<file path="config.mk">
export PLATFORM = sky130hd
export DESIGN_NAME = timed_event_track_unit_flat
export DESIGN_NICKNAME = d
export VERILOG_FILES = /design/src/rtl/tet_pkg.sv /design/src/rtl/tet_if.sv /design/src/rtl/timed_event_track_unit.sv /design/src/rtl/tet_ctrl.sv /design/src/rtl/tet_dp.sv /design/src/flat_wrapper.sv
export SDC_FILE = /design/constraint.sdc
export NUM_CORES = 2
export LEC_CHECK = 0
export BUFFER_PORTS_ARGS = -buffer_cell sky130_fd_sc_hd__buf_2
export CORE_MARGIN = 4
export CORE_UTILIZATION = 33
export DETAILED_ROUTE_END_ITERATION = 7
export HOLD_SLACK_MARGIN = 0.06
export PLACE_DENSITY = 0.46
export SETUP_SLACK_MARGIN = 0.3
export SYNTH_ARGS = -nofsm -noshare
export SYNTH_HDL_FRONTEND = slang
export SYNTH_SLANG_ARGS = --single-unit
export TNS_END_PERCENT = 50
</file>
<file path="constraint.sdc">
create_clock -name clock -period 12.02 [get_ports clock]
set_clock_uncertainty 0.05 [all_clocks]
set_input_delay 2.404 -clock clock [delete_from_list [all_inputs] [get_ports clock]]
set_output_delay 2.404 -clock clock [all_outputs]
set_load 0.02 [all_outputs]
</file>
<file path="src/rtl/tet_pkg.sv">
// Package for the timed event track: field widths, action codes, controller
// states and the command and status structs between controller and datapath.
// No dependencies.
package tet_pkg;

   localparam int MAX_KEYS_DEF = 16;
   localparam int TIME_W       = 32;
   localparam int EVENT_W      = 16;
   localparam int INDEX_W      = 4;

   typedef enum logic [1:0] {
      ACT_UPDATE = 2'd0,
      ACT_ADD    = 2'd1,
      ACT_REMOVE = 2'd2,
      ACT_REWIND = 2'd3
   } act_type;

   typedef enum logic [3:0] {
      ST_IDLE,
      ST_DECODE,
      ST_ADD_RD,
      ST_ADD_CMP,
      ST_ADD_WR,
      ST_REM_RD,
      ST_REM_WR,
      ST_REM_FIN,
      ST_LEN_RD,
      ST_LEN_CAP,
      ST_MOD,
      ST_MOD_FIN,
      ST_WALK_RD,
      ST_WALK_CMP,
      ST_FLUSH
   } state_type;

   typedef enum logic [1:0] {
      RD_PTR_M1,
      RD_PTR_P1,
      RD_LAST,
      RD_CURSOR
   } rd_sel_type;

   typedef struct packed {
      logic       load;
      logic       rd_en;
      rd_sel_type rd_sel;
      logic       shift_up;
      logic       shift_dn;
      logic       ins_wr;
      logic       rem_fin;
      logic       len_cap;
      logic       upd_start;
      logic       mod_step;
      logic       mod_fin;
      logic       walk_adv;
      logic       rewind;
      logic       flush;
   } cmd_type;

   typedef struct packed {
      act_type act;
      logic    len_zero;
      logic    full;
      logic    idx_oob;
      logic    ptr_zero;
      logic    ptr_one;
      logic    ptr_p1_lt_count;
      logic    ptr_p2_lt_count;
      logic    count_one;
      logic    cycle;
      logic    mod_last;
      logic    cursor_lt_count;
      logic    hit;
      logic    rd_gt_t;
      logic    ev_nz;
      logic    pend_valid;
      logic    out_free;
   } stat_type;

endpackage

</file>
<file path="src/rtl/tet_if.sv">
// Handshake channels of the timed event track: request and response.
// Depends on tet_pkg for the field widths.
interface tet_req_if;
   logic                          valid;
   logic                          ready;
   logic [1:0]                    action;
   logic [tet_pkg::TIME_W-1:0]    time_value;
   logic [tet_pkg::EVENT_W-1:0]   event_id;
   logic [tet_pkg::INDEX_W-1:0]   key_index;
   modport source (output valid, action, time_value, event_id, key_index, input ready);
   modport sink (input valid, action, time_value, event_id, key_index, output ready);
endinterface

interface tet_rsp_if;
   logic                          valid;
   logic                          ready;
   logic [tet_pkg::EVENT_W-1:0]   fired_event;
   logic [tet_pkg::INDEX_W-1:0]   fired_key;
   logic                          last_of_run;
   modport source (output valid, fired_event, fired_key, last_of_run, input ready);
   modport sink (input valid, fired_event, fired_key, last_of_run, output ready);
endinterface

</file>
<file path="src/rtl/timed_event_track_unit.sv">
// Top level of the timed event track: controller plus datapath.
// Depends on tet_pkg, tet_if, tet_ctrl and tet_dp.
//
//   channel   direction  fields
//   req_ch    in         action, time_value, event_id, key_index
//   rsp_ch    out        fired_event, fired_key, last_of_run
//   csr_*     in         cycle_mode (write only)
//
// One item is taken at a time. Rewind and an update at zero length end after decode.
// An add shifts larger keys up through read and compare steps before it writes the new
// key, and a remove shifts later keys down through read and write steps; both then
// reread the last key for the length, which a remove skips when the last key goes.
// An update walks the keys from the cursor, after the serial modulo in cycle mode.
// Reset is synchronous and needs no clearing pass.
// A stalled response holds the walk when a second fired key is found, and
// holds the final flush of the last fired key.
module timed_event_track_unit #(
   parameter int MAX_KEYS = tet_pkg::MAX_KEYS_DEF
) (
   input  logic      clock,
   input  logic      reset,
   tet_req_if.sink   req_ch,
   tet_rsp_if.source rsp_ch,
   input  logic      csr_wr_en,
   input  logic      csr_wr_data
);
   import tet_pkg::*;

   cmd_type  cmd;
   stat_type st;

   tet_ctrl u_ctrl (
      .clock     (clock),
      .reset     (reset),
      .req_valid (req_ch.valid),
      .req_ready (req_ch.ready),
      .st        (st),
      .cmd       (cmd)
   );

   tet_dp #(.MAX_KEYS(MAX_KEYS)) u_dp (
      .clock           (clock),
      .reset           (reset),
      .req_action      (req_ch.action),
      .req_time_value  (req_ch.time_value),
      .req_event_id    (req_ch.event_id),
      .req_key_index   (req_ch.key_index),
      .csr_wr_en       (csr_wr_en),
      .csr_wr_data     (csr_wr_data),
      .cmd             (cmd),
      .st              (st),
      .rsp_ready       (rsp_ch.ready),
      .rsp_valid       (rsp_ch.valid),
      .rsp_fired_event (rsp_ch.fired_event),
      .rsp_fired_key   (rsp_ch.fired_key),
      .rsp_last_of_run (rsp_ch.last_of_run)
   );

   // A silent key never produces a beat.
   a_event_nz: assert property (@(posedge clock) disable iff (reset)
      rsp_ch.valid |-> rsp_ch.fired_event != '0)
      else $error("response beat with zero event id");

   // Every fired key of a run is handed out before a new item is taken.
   a_idle_no_pend: assert property (@(posedge clock) disable iff (reset)
      req_ch.ready |-> !st.pend_valid)
      else $error("pending result left when idle");

   // A non-update item never starts a run of results.
   a_edit_quiet: assert property (@(posedge clock) disable iff (reset)
      (req_ch.valid && req_ch.ready && req_ch.action != ACT_UPDATE) |=> ##1 !cmd.walk_adv)
      else $error("walk started by an edit");

endmodule

</file>
<file path="src/rtl/tet_ctrl.sv">
// Controller state machine of the timed event track.
// Depends on tet_pkg; drives the datapath through cmd_type, reads stat_type.
module tet_ctrl (
   input  logic              clock,
   input  logic              reset,
   input  logic              req_valid,
   output logic              req_ready,
   input  tet_pkg::stat_type st,
   output tet_pkg::cmd_type  cmd
);
   import tet_pkg::*;

   state_type state_ff, state_in;

   always_ff @(posedge clock) begin
      if (reset) begin
         state_ff <= ST_IDLE;
      end else begin
         state_ff <= state_in;
      end
   end

   always_comb begin
      state_in = state_ff;
      case (state_ff)
         ST_IDLE: begin
            if (req_valid) state_in = ST_DECODE;
         end
         ST_DECODE: begin
            case (st.act)
               ACT_UPDATE: begin
                  if (st.len_zero) state_in = ST_IDLE;
                  else if (st.cycle) state_in = ST_MOD;
                  else state_in = ST_WALK_RD;
               end
               ACT_ADD: begin
                  if (st.full) state_in = ST_IDLE;
                  else if (st.ptr_zero) state_in = ST_ADD_WR;
                  else state_in = ST_ADD_RD;
               end
               ACT_REMOVE: begin
                  if (st.idx_oob) state_in = ST_IDLE;
                  else if (st.ptr_p1_lt_count) state_in = ST_REM_RD;
                  else state_in = ST_REM_FIN;
               end
               default: state_in = ST_IDLE;
            endcase
         end
         ST_ADD_RD:  state_in = ST_ADD_CMP;
         ST_ADD_CMP: begin
            if (st.rd_gt_t && !st.ptr_one) state_in = ST_ADD_RD;
            else state_in = ST_ADD_WR;
         end
         ST_ADD_WR:  state_in = ST_LEN_RD;
         ST_REM_RD:  state_in = ST_REM_WR;
         ST_REM_WR: begin
            if (st.ptr_p2_lt_count) state_in = ST_REM_RD;
            else state_in = ST_REM_FIN;
         end
         ST_REM_FIN: begin
            if (st.count_one) state_in = ST_IDLE;
            else state_in = ST_LEN_RD;
         end
         ST_LEN_RD:  state_in = ST_LEN_CAP;
         ST_LEN_CAP: state_in = ST_IDLE;
         ST_MOD: begin
            if (st.mod_last) state_in = ST_MOD_FIN;
         end
         ST_MOD_FIN: state_in = ST_WALK_RD;
         ST_WALK_RD: begin
            if (st.cursor_lt_count) state_in = ST_WALK_CMP;
            else state_in = ST_FLUSH;
         end
         ST_WALK_CMP: begin
            if (!st.hit) state_in = ST_FLUSH;
            else if (!(st.ev_nz && st.pend_valid && !st.out_free)) state_in = ST_WALK_RD;
         end
         ST_FLUSH: begin
            if (!st.pend_valid || st.out_free) state_in = ST_IDLE;
         end
         default: state_in = ST_IDLE;
      endcase
   end

   always_comb begin
      cmd = '0;
      cmd.rd_sel = RD_PTR_M1;
      req_ready = 1'b0;
      case (state_ff)
         ST_IDLE: begin
            req_ready = 1'b1;
            cmd.load = req_valid;
         end
         ST_DECODE: begin
            if (st.act == ACT_UPDATE && !st.len_zero) cmd.upd_start = 1'b1;
            if (st.act == ACT_REWIND) cmd.rewind = 1'b1;
         end
         ST_ADD_RD: begin
            cmd.rd_en = 1'b1;
            cmd.rd_sel = RD_PTR_M1;
         end
         ST_ADD_CMP: cmd.shift_up = st.rd_gt_t;
         ST_ADD_WR:  cmd.ins_wr = 1'b1;
         ST_REM_RD: begin
            cmd.rd_en = 1'b1;
            cmd.rd_sel = RD_PTR_P1;
         end
         ST_REM_WR:  cmd.shift_dn = 1'b1;
         ST_REM_FIN: cmd.rem_fin = 1'b1;
         ST_LEN_RD: begin
            cmd.rd_en = 1'b1;
            cmd.rd_sel = RD_LAST;
         end
         ST_LEN_CAP: cmd.len_cap = 1'b1;
         ST_MOD:     cmd.mod_step = 1'b1;
         ST_MOD_FIN: cmd.mod_fin = 1'b1;
         ST_WALK_RD: begin
            cmd.rd_en = st.cursor_lt_count;
            cmd.rd_sel = RD_CURSOR;
         end
         ST_WALK_CMP: begin
            cmd.walk_adv = st.hit && !(st.ev_nz && st.pend_valid && !st.out_free);
         end
         ST_FLUSH:   cmd.flush = st.pend_valid && st.out_free;
         default: ;
      endcase
   end

endmodule

</file>
<file path="src/rtl/tet_dp.sv">
// Datapath of the timed event track: key memories, cursor and time registers,
// serial modulo, one pending result and the response register.
// Depends on tet_pkg.
module tet_dp #(
   parameter int MAX_KEYS = tet_pkg::MAX_KEYS_DEF
) (
   input  logic                          clock,
   input  logic                          reset,
   input  logic [1:0]                    req_action,
   input  logic [tet_pkg::TIME_W-1:0]    req_time_value,
   input  logic [tet_pkg::EVENT_W-1:0]   req_event_id,
   input  logic [tet_pkg::INDEX_W-1:0]   req_key_index,
   input  logic                          csr_wr_en,
   input  logic                          csr_wr_data,
   input  tet_pkg::cmd_type              cmd,
   output tet_pkg::stat_type             st,
   input  logic                          rsp_ready,
   output logic                          rsp_valid,
   output logic [tet_pkg::EVENT_W-1:0]   rsp_fired_event,
   output logic [tet_pkg::INDEX_W-1:0]   rsp_fired_key,
   output logic                          rsp_last_of_run
);
   import tet_pkg::*;

   localparam int CW = $clog2(MAX_KEYS + 1);
   localparam int AW = $clog2(MAX_KEYS);

   logic [TIME_W-1:0]  times_mem  [MAX_KEYS];
   logic [EVENT_W-1:0] events_mem [MAX_KEYS];

   act_type            act_ff;
   logic [TIME_W-1:0]  t_ff, len_ff, prev_ff, local_ff, rem_ff, dvd_ff, rd_time_ff;
   logic [EVENT_W-1:0] ev_ff, rd_event_ff, pend_event_ff, out_event_ff;
   logic [INDEX_W-1:0] idx_ff, pend_key_ff, out_key_ff;
   logic [CW-1:0]      ptr_ff, count_ff, cursor_ff;
   logic [4:0]         modcnt_ff;
   logic               cycle_ff, pend_valid_ff, out_valid_ff, out_last_ff;

   logic [CW-1:0]      rd_addr;
   logic [TIME_W:0]    trial;
   logic               out_free, push_run, push_last;

   always_comb begin
      case (cmd.rd_sel)
         RD_PTR_M1: rd_addr = ptr_ff - CW'(1);
         RD_PTR_P1: rd_addr = ptr_ff + CW'(1);
         RD_LAST:   rd_addr = count_ff - CW'(1);
         RD_CURSOR: rd_addr = cursor_ff;
         default:   rd_addr = cursor_ff;
      endcase
   end

   assign out_free  = !out_valid_ff || rsp_ready;
   assign push_run  = cmd.walk_adv && (rd_event_ff != '0) && pend_valid_ff;
   assign push_last = cmd.flush;
   assign trial     = {rem_ff, dvd_ff[TIME_W-1]};

   // Key memories: one read and one write port.
   always_ff @(posedge clock) begin
      if (cmd.rd_en) begin
         rd_time_ff  <= times_mem[rd_addr[AW-1:0]];
         rd_event_ff <= events_mem[rd_addr[AW-1:0]];
      end
      if (cmd.shift_up || cmd.shift_dn) begin
         times_mem[ptr_ff[AW-1:0]]  <= rd_time_ff;
         events_mem[ptr_ff[AW-1:0]] <= rd_event_ff;
      end else if (cmd.ins_wr) begin
         times_mem[ptr_ff[AW-1:0]]  <= t_ff;
         events_mem[ptr_ff[AW-1:0]] <= ev_ff;
      end
   end

   // Payload registers.
   always_ff @(posedge clock) begin
      if (cmd.load) begin
         act_ff <= act_type'(req_action);
         t_ff   <= req_time_value;
         ev_ff  <= req_event_id;
         idx_ff <= req_key_index;
      end
      if (cmd.upd_start) begin
         dvd_ff <= t_ff;
      end else if (cmd.mod_step) begin
         dvd_ff <= dvd_ff << 1;
      end
      if (cmd.walk_adv && rd_event_ff != '0) begin
         pend_event_ff <= rd_event_ff;
         pend_key_ff   <= INDEX_W'(cursor_ff);
      end
      if (push_run || push_last) begin
         out_event_ff <= pend_event_ff;
         out_key_ff   <= pend_key_ff;
         out_last_ff  <= push_last;
      end
   end

   // Control state.
   always_ff @(posedge clock) begin
      if (reset) begin
         count_ff      <= '0;
         cursor_ff     <= '0;
         ptr_ff        <= '0;
         len_ff        <= '0;
         prev_ff       <= '0;
         local_ff      <= '0;
         rem_ff        <= '0;
         modcnt_ff     <= '0;
         cycle_ff      <= 1'b0;
         pend_valid_ff <= 1'b0;
         out_valid_ff  <= 1'b0;
      end else begin
         if (csr_wr_en) cycle_ff <= csr_wr_data;
         if (cmd.load) begin
            if (act_type'(req_action) == ACT_ADD) ptr_ff <= count_ff;
            else ptr_ff <= CW'(req_key_index);
         end
         if (cmd.shift_up) ptr_ff <= ptr_ff - CW'(1);
         if (cmd.shift_dn) ptr_ff <= ptr_ff + CW'(1);
         if (cmd.ins_wr) begin
            count_ff  <= count_ff + CW'(1);
            cursor_ff <= '0;
         end
         if (cmd.rem_fin) begin
            count_ff  <= count_ff - CW'(1);
            cursor_ff <= '0;
         end
         if (cmd.rewind) cursor_ff <= '0;
         if (cmd.len_cap) len_ff <= rd_time_ff;
         if (cmd.upd_start) begin
            if (t_ff < prev_ff) cursor_ff <= '0;
            prev_ff   <= t_ff;
            if (!cycle_ff) local_ff <= t_ff;
            rem_ff    <= '0;
            modcnt_ff <= 5'd31;
         end
         // Restoring remainder, one dividend bit per cycle.
         if (cmd.mod_step) begin
            if (trial >= {1'b0, len_ff}) rem_ff <= TIME_W'(trial - {1'b0, len_ff});
            else rem_ff <= trial[TIME_W-1:0];
            modcnt_ff <= modcnt_ff - 5'd1;
         end
         if (cmd.mod_fin) begin
            if (rem_ff < local_ff) cursor_ff <= '0;
            local_ff <= rem_ff;
         end
         if (cmd.walk_adv) begin
            cursor_ff <= cursor_ff + CW'(1);
            if (rd_event_ff != '0) pend_valid_ff <= 1'b1;
         end
         if (cmd.flush) pend_valid_ff <= 1'b0;
         if (push_run || push_last) out_valid_ff <= 1'b1;
         else if (rsp_ready) out_valid_ff <= 1'b0;
      end
   end

   always_comb begin
      st.act             = act_ff;
      st.len_zero        = (len_ff == '0);
      st.full            = (32'(count_ff) >= MAX_KEYS);
      st.idx_oob         = (32'(idx_ff) >= 32'(count_ff));
      st.ptr_zero        = (ptr_ff == '0);
      st.ptr_one         = (ptr_ff == CW'(1));
      st.ptr_p1_lt_count = (32'(ptr_ff) + 32'd1 < 32'(count_ff));
      st.ptr_p2_lt_count = (32'(ptr_ff) + 32'd2 < 32'(count_ff));
      st.count_one       = (count_ff == CW'(1));
      st.cycle           = cycle_ff;
      st.mod_last        = (modcnt_ff == '0);
      st.cursor_lt_count = (cursor_ff < count_ff);
      st.hit             = (local_ff >= rd_time_ff);
      st.rd_gt_t         = (rd_time_ff > t_ff);
      st.ev_nz           = (rd_event_ff != '0);
      st.pend_valid      = pend_valid_ff;
      st.out_free        = out_free;
   end

   assign rsp_valid       = out_valid_ff;
   assign rsp_fired_event = out_event_ff;
   assign rsp_fired_key   = out_key_ff;
   assign rsp_last_of_run = out_last_ff;

endmodule
</file>
<file path="src/flat_wrapper.sv">
// flat-port wrapper written by rule: the top's interface ports become plain ports
module timed_event_track_unit_flat import tet_pkg::*;
#(
   parameter int MAX_KEYS = tet_pkg::MAX_KEYS_DEF
)
  (clock, reset, csr_wr_en, csr_wr_data, req_ch_valid, req_ch_action, req_ch_time_value, req_ch_event_id, req_ch_key_index, req_ch_ready, rsp_ch_valid, rsp_ch_fired_event, rsp_ch_fired_key, rsp_ch_last_of_run, rsp_ch_ready);
  tet_req_if req_ch_i ();
  tet_rsp_if rsp_ch_i ();
  input  logic clock;
  input  logic reset;
  input  logic csr_wr_en;
  input  logic csr_wr_data;
  input wire logic [$bits(req_ch_i.valid)-1:0] req_ch_valid;
  input wire logic [$bits(req_ch_i.action)-1:0] req_ch_action;
  input wire logic [$bits(req_ch_i.time_value)-1:0] req_ch_time_value;
  input wire logic [$bits(req_ch_i.event_id)-1:0] req_ch_event_id;
  input wire logic [$bits(req_ch_i.key_index)-1:0] req_ch_key_index;
  output wire logic [$bits(req_ch_i.ready)-1:0] req_ch_ready;
  output wire logic [$bits(rsp_ch_i.valid)-1:0] rsp_ch_valid;
  output wire logic [$bits(rsp_ch_i.fired_event)-1:0] rsp_ch_fired_event;
  output wire logic [$bits(rsp_ch_i.fired_key)-1:0] rsp_ch_fired_key;
  output wire logic [$bits(rsp_ch_i.last_of_run)-1:0] rsp_ch_last_of_run;
  input wire logic [$bits(rsp_ch_i.ready)-1:0] rsp_ch_ready;
  assign req_ch_i.valid = req_ch_valid;
  assign req_ch_i.action = req_ch_action;
  assign req_ch_i.time_value = req_ch_time_value;
  assign req_ch_i.event_id = req_ch_event_id;
  assign req_ch_i.key_index = req_ch_key_index;
  assign req_ch_ready = req_ch_i.ready;
  assign rsp_ch_valid = rsp_ch_i.valid;
  assign rsp_ch_fired_event = rsp_ch_i.fired_event;
  assign rsp_ch_fired_key = rsp_ch_i.fired_key;
  assign rsp_ch_last_of_run = rsp_ch_i.last_of_run;
  assign rsp_ch_i.ready = rsp_ch_ready;
  timed_event_track_unit #(.MAX_KEYS(MAX_KEYS)) u_core (.clock(clock), .reset(reset), .req_ch(req_ch_i), .rsp_ch(rsp_ch_i), .csr_wr_en(csr_wr_en), .csr_wr_data(csr_wr_data));
endmodule
</file>
Yosys cells after proc, flatten, opt, wreduce, memory -nomap -nowiden --
Memory sizes are Yosys's and may differ from the RTL's. A register that Yosys moved wholly into a read port is not among the register bits. Index checks and enable logic that the tools add are counted.
Storage, ports and cells: register bits 282, RAM bits 768, memories 2, bits of input ports 60
Memory list:
- u_core.u_dp.times_mem | depth 16, width 32, read ports 1, clocked after Yosys merged registers in 1, write ports 1, line tet_dp.sv:28 | logic [TIME_W-1:0] times_mem [MAX_KEYS];
- u_core.u_dp.events_mem | depth 16, width 16, read ports 1, clocked after Yosys merged registers in 1, write ports 1, line tet_dp.sv:29 | logic [EVENT_W-1:0] events_mem [MAX_KEYS];
Operators by class: $add $sub $neg 9, bitwise operators 2, equality and inequality tests 28, reduce and logical (&&, ||, !) cells 34, $lt $le $gt $ge 10, mux-type cells 67
Operators by type and width (count):
- two-way mux 32 bit | 9
- two-way mux 5 bit | 16
- < comparator 32 bit | 2
- one-hot mux 4 bit (14 select lines) | 1
- >= comparator 33 x 32 -> 1 bit | 1
- >= comparator 32 bit | 1
- greater-than comparator 32 bit | 1
- logical NOT 32 bit | 1
- subtractor 32 bit | 1
- == test 4 bit, second input constant | 7
- two-way mux 4 bit | 7
- two-way mux 1 bit | 22
- == test 4 x 3 -> 1 bit, second input constant | 4
- two-way mux 16 bit | 1
- one-hot mux 4 bit (4 select lines) | 1
- nonzero test 16 bit | 1
- adder 5 x 1 -> 5 bit, second input constant | 3
- two-way mux 3 bit | 5
- subtractor 5 x 1 -> 5 bit, second input constant | 3
- < comparator 6 x 5 -> 1 bit | 2
- one-hot mux 3 bit (4 select lines) | 1
- one-hot mux 4 bit (3 select lines) | 1
- == test 5 x 1 -> 1 bit, second input constant | 2
- logical NOT 5 bit | 2
- 24 further kinds | 55

Longest topological paths before layout --
word-level depth 11, gate-level depth with buffers 14

By module --
Synthesis repeated with hierarchy kept, for this count alone.
Unflattened totals: cell total of the unflattened synthesis 3993, area total of the unflattened synthesis 48858.1 µm²
By module, submodules not included:
- tet_dp | cells each 3902, instances 1, area an instance 48232.5 µm²
- tet_ctrl | cells each 91, instances 1, area an instance 625.6 µm²

Worst setup path before layout --
OpenSTA, ideal clock, no wires.
path type register to register, from reg u_core.u_dp.count_ff[1], to reg u_core.u_dp.rd_event_ff[0], read port of u_core.u_dp.events_mem (enable), cell stages (with the launch flop) 9, slack 6658 ps, arrival time 4792 ps, data required time 11450 ps, path through dfxtp_1 -> inv_1 -> ha_1 -> a21o_1 -> a21oi_1 -> o21ai_1 -> nand2_1 -> a31oi_1 -> o21ai_0
RTL lines:
- start, declared | line tet_dp.sv:35 | logic [CW-1:0] ptr_ff, count_ff, cursor_ff;
- start signal, assigned | line tet_dp.sv:120 | count_ff <= count_ff + CW'(1);
- start signal, assigned | line tet_dp.sv:124 | count_ff <= count_ff - CW'(1);
- end, declared | line tet_dp.sv:33 | logic [EVENT_W-1:0] ev_ff, rd_event_ff, pend_event_ff, out_event_ff;

Final worst setup path --
from reg u_core.u_dp.rd_time_ff[30], read port of u_core.u_dp.times_mem, to mem u_core.u_dp.times_mem[10][9] (enable)
Between the ends: word-level cells in the longest chain between the ends 6, elaborated cells on any way between the ends 8, those cells by class 1 x order compare; 5 x mux; 1 x bitwise; 1 x reduce/logical
Ends and longest elaborated chain:
- start, declared | line tet_dp.sv:32 | logic [TIME_W-1:0] t_ff, len_ff, prev_ff, local_ff, rem_ff, dvd_ff, rd_time_ff;
- greater-than comparator 32 bit (*) | line tet_dp.sv:170 | st.rd_gt_t = (rd_time_ff > t_ff);
- two-way mux 1 bit (*) | line tet_ctrl.sv:89 | case (state_ff)
- logical OR 1 bit (*) | line tet_dp.sv:64 | if (cmd.shift_up || cmd.shift_dn) begin
- two-way mux 1 bit | line tet_dp.sv:64
- two-way mux 1 bit (on tied branches) | line tet_dp.sv:65, tet_dp.sv:68
- OR 1 bit (no source line) (*)
- end, declared | line tet_dp.sv:28
Mark *: on every way between the ends. The rest lies on a longest branch, timed or not.

==> impl_metrics.env <==
export IMPL_fp_dieH_um=392
export IMPL_period_minus_slack_ns=4.71
export IMPL_syn_mean_instance_area_um2=12.0
export IMPL_maxCapViolCount=0
export IMPL_cts_root_buffer="clkbuf_16"
export IMPL_synth_seq_cells=1098
export IMPL_syn_cell_area_mm2=0.0486
export IMPL_row_count=140
export IMPL_top_level_ports=83
export IMPL_drive_gt1_frac=0.0866
export IMPL_hpwl_um=78400
export IMPL_worst_endpoint_required_ns=12.28
export IMPL_power_density_mw_per_mm2=273
export IMPL_worstSkewPairLatency_ns=0.74
export IMPL_syn_nets=4308
export IMPL_wl_um=135000
export IMPL_synth_seq_area_share=0.646
export IMPL_cts_htree_levels=3
export IMPL_overflow=0
export IMPL_port_buffers=82
export IMPL_grt_pass1_wl_um=203000
export IMPL_worst_path_buf_inv=0
export IMPL_cts_buffers=121
export IMPL_drv_slew=0
export IMPL_cts_setup_buffers=0
export IMPL_antenna_found_initial=1
export IMPL_hold_violations=0
export IMPL_fin_ws_ns=7.31
export IMPL_critical_path_top_delay_family="simple AND/OR/NAND/NOR gates"
export IMPL_drt_pass1_iterations=5
export IMPL_final_net_count=4341
export IMPL_cts_sinks=1098
export IMPL_gp_congestion=0.834
export IMPL_max_freq_ghz=0.212
export IMPL_die_area_mm2=0.154
export IMPL_route_detailed_drc=0
export IMPL_fin_crit_sh=0.392
export IMPL_slew_headroom=0.177
export IMPL_die_x_um=392
export IMPL_max_vdd_ir_drop_mv=0.323
export IMPL_drtIter0Drc=2263
export IMPL_area_growth_syn_to_layout_pct=13.3
export IMPL_status="complete, no violations"
export IMPL_post_place_ws_ns=7.36
export IMPL_ant_nets=0
export IMPL_crit_slowest_cell="and2_4"
export IMPL_fillers=14200
export IMPL_synth_flop_cell="edfxtp_1"
export IMPL_yosys_warnings=0
export IMPL_finalSetupTns_ns=0
export IMPL_path_max_fanout=48
export IMPL_setup_viol=0
export IMPL_path_cells="ha_1 > nand4_1 > nor4_1 > nor3b_1 > a21oi_1 > nor2_1 > nor3_1 > nor3b_1 > and2_4"
export IMPL_p_leak_uw=0.0191
export IMPL_cp_start_kind="flop"
export IMPL_viasPerCell=5.15
export IMPL_tightest_slew_ns=1.23
export IMPL_grt_usage=0.174
export IMPL_rsz0062_at_grt="false"
export IMPL_path_clk_slew_ns=0.06
export IMPL_critPathKind="flop to flop"
export IMPL_cts_buffer_depth=3
export IMPL_cts_resized=0
export IMPL_num_vias=31500
export IMPL_synth_distinct_cells=70
export IMPL_cpPeakStageDelay_ns=0.88
export IMPL_grt_max_degree=136
export IMPL_endpoint_kind="flop"
export IMPL_crit_arrival_ns=4.97
export IMPL_grt_pass1_vias=30800
export IMPL_final_util=0.377
export IMPL_syn_inst=4058
export IMPL_hold_buffers=0
export IMPL_initial_core_util=0.333
export IMPL_async_reset_ff_frac=0
export IMPL_cpMostUsedCell="nor3b_1"
export IMPL_tritoncts="done"
export IMPL_holdCritPathClass="flop to flop"
export IMPL_wire_per_inst_um=22.2
export IMPL_synth_edf_count=943
export IMPL_core_area_mm2=0.146
export IMPL_diodes=0
==> stage by stage <==
| step | total power [uW] | cells | hold slack, ns | instance area [um2] |
|---|---|---|---|---|
| final | 15100 | 6109 | 0.363 | 55100 |
| after global routing | 16000 | 6109 | 0.370 | 55100 |
| after CTS | 15300 | 6109 | 0.369 | 55100 |
| after detailed placement | 11600 | 5885 | 0.355 | 51300 |
| after global placement | 11500 | 5885 | 0.351 | 51300 |
| after floorplan | 9370 | 4058 | 0.350 | 48600 |
==> Yosys cell counts (8+ instances only) <==
cell type,count,share of area
nor3_1,20,0.0021
o21ai_0,76,0.0078
and2_1,182,0.023
a211oi_1,286,0.044
and3_1,8,0.0010
nand4_1,33,0.0042
clkbuf_1,193,0.015
buf_1,14,0.0011
nand3_1,26,0.0027
xor2_1,17,0.0031
ha_1,189,0.049
dfxtp_1,155,0.064
a31oi_1,108,0.014
xnor2_1,27,0.0049
a21o_1,42,0.0065
nor2b_1,10,0.0013
o21ai_1,39,0.0040
nor2_1,107,0.0083
a21oi_1,249,0.026
and2_0,30,0.0039
nand2_1,773,0.060
a311oi_1,99,0.018
inv_1,186,0.014
edfxtp_1,943,0.58
o21a_1,14,0.0022
a32oi_1,9,0.0016
o211ai_1,8,0.0012
mux2i_1,56,0.012
nand2b_1,12,0.0015
buf_2,29,0.0030
nor4_1,21,0.0027
==> worst paths after layout <==
| path | from | to | slack [ns] | cells after the start |
|---|---|---|---|---|
| worst max register to register | u_core.u_dp.rd_time_ff[30]$_DFFE_PP_ | u_core.u_dp.times_mem[10][9]$_DFFE_PP_ | 7.31 | 9 |
| worst min-delay path | u_core.u_dp.pend_event_ff[1]$_DFFE_PP_ | u_core.u_dp.rsp_fired_event[1]$_DFFE_PP_ | 0.36 | 0 |
| worst max-delay path | u_core.u_dp.rd_time_ff[30]$_DFFE_PP_ | u_core.u_dp.times_mem[10][9]$_DFFE_PP_ | 7.31 | 9 |
| worst min register to register | u_core.u_dp.pend_event_ff[1]$_DFFE_PP_ | u_core.u_dp.rsp_fired_event[1]$_DFFE_PP_ | 0.36 | 0 |
==> layout by cell type (no fill, tap or decap), drive strengths merged, types with 11 or more instances in the layout <==
cell,instances
nor2,107
nor3,20
nand3,27
nand4,33
mux2i,56
nor2b,11
xor2,17
o21a,15
nand2b,12
edfxtp,943
a211oi,286
o21ai,115
inv,195
a21o,42
clkinv,52
a21oi,251
dfxtp,155
nand2,773
ha,189
and2,212
xnor2,27
a31oi,108
buf,148
nor4,21
a311oi,99
clkbuf,156
==> final cells by class <==
type / instances / area, um2 / share of cell area
Clock buffer: 156 / 3270 / 0.0594
Timing Repair Buffer: 148 / 983 / 0.0178
Inverter: 191 / 718 / 0.0130
Clock inverter: 68 / 614 / 0.0111
Tap cell: 1917 / 2400 / 0.0435
Sequential cell: 1098 / 31400 / 0.570
Multi-Input combinational cell: 2531 / 15700 / 0.285
==> logic make-up (layout without fill, tap and decap cells) <==
family                     count (synthesis)  count (layout)  synth area share
muxes                                     57              57            0.0118
and+or+nand+nor                         1240            1240             0.114
DFF                                     1098            1098             0.646
buffers and inverters                    429             563            0.0343
xor gates and xnor gates                  44              44           0.00792
adders and majority gates                190             190            0.0490
AOI/OAI and AO/OA                       1000            1000             0.137
==> report_power, final <==
group	switching, uW	internal [uW]
logic	4080	1720
clock network	1560	2090
registers	329	5290
==> state kept, by name, indices dropped and copies added, names as in the netlist, 32 cells and up <==
| register | count |
|---|---|
| u_core.u_dp.dvd_ff | 32 |
| u_core.u_dp.events_mem | 256 |
| u_core.u_dp.len_ff | 32 |
| u_core.u_dp.local_ff | 32 |
| u_core.u_dp.prev_ff | 32 |
| u_core.u_dp.rd_time_ff | 32 |
| u_core.u_dp.rem_ff | 32 |
| u_core.u_dp.t_ff | 32 |
| u_core.u_dp.times_mem | 512 |
==> per-layer routing <==
| metal | up-vias | GRT usage | wire length [um] |
|---|---|---|---|
| li1 | 15100 | - | - |
| met1 | 15600 | 0.253 | 66200 |
| met2 | 567 | 0.276 | 61800 |
| met3 | 169 | 0.0206 | 4720 |
| met4 | 0 | 0.0438 | 2740 |
| met5 | - | 0 | 0 |
(Power assumes the default switching activity.)
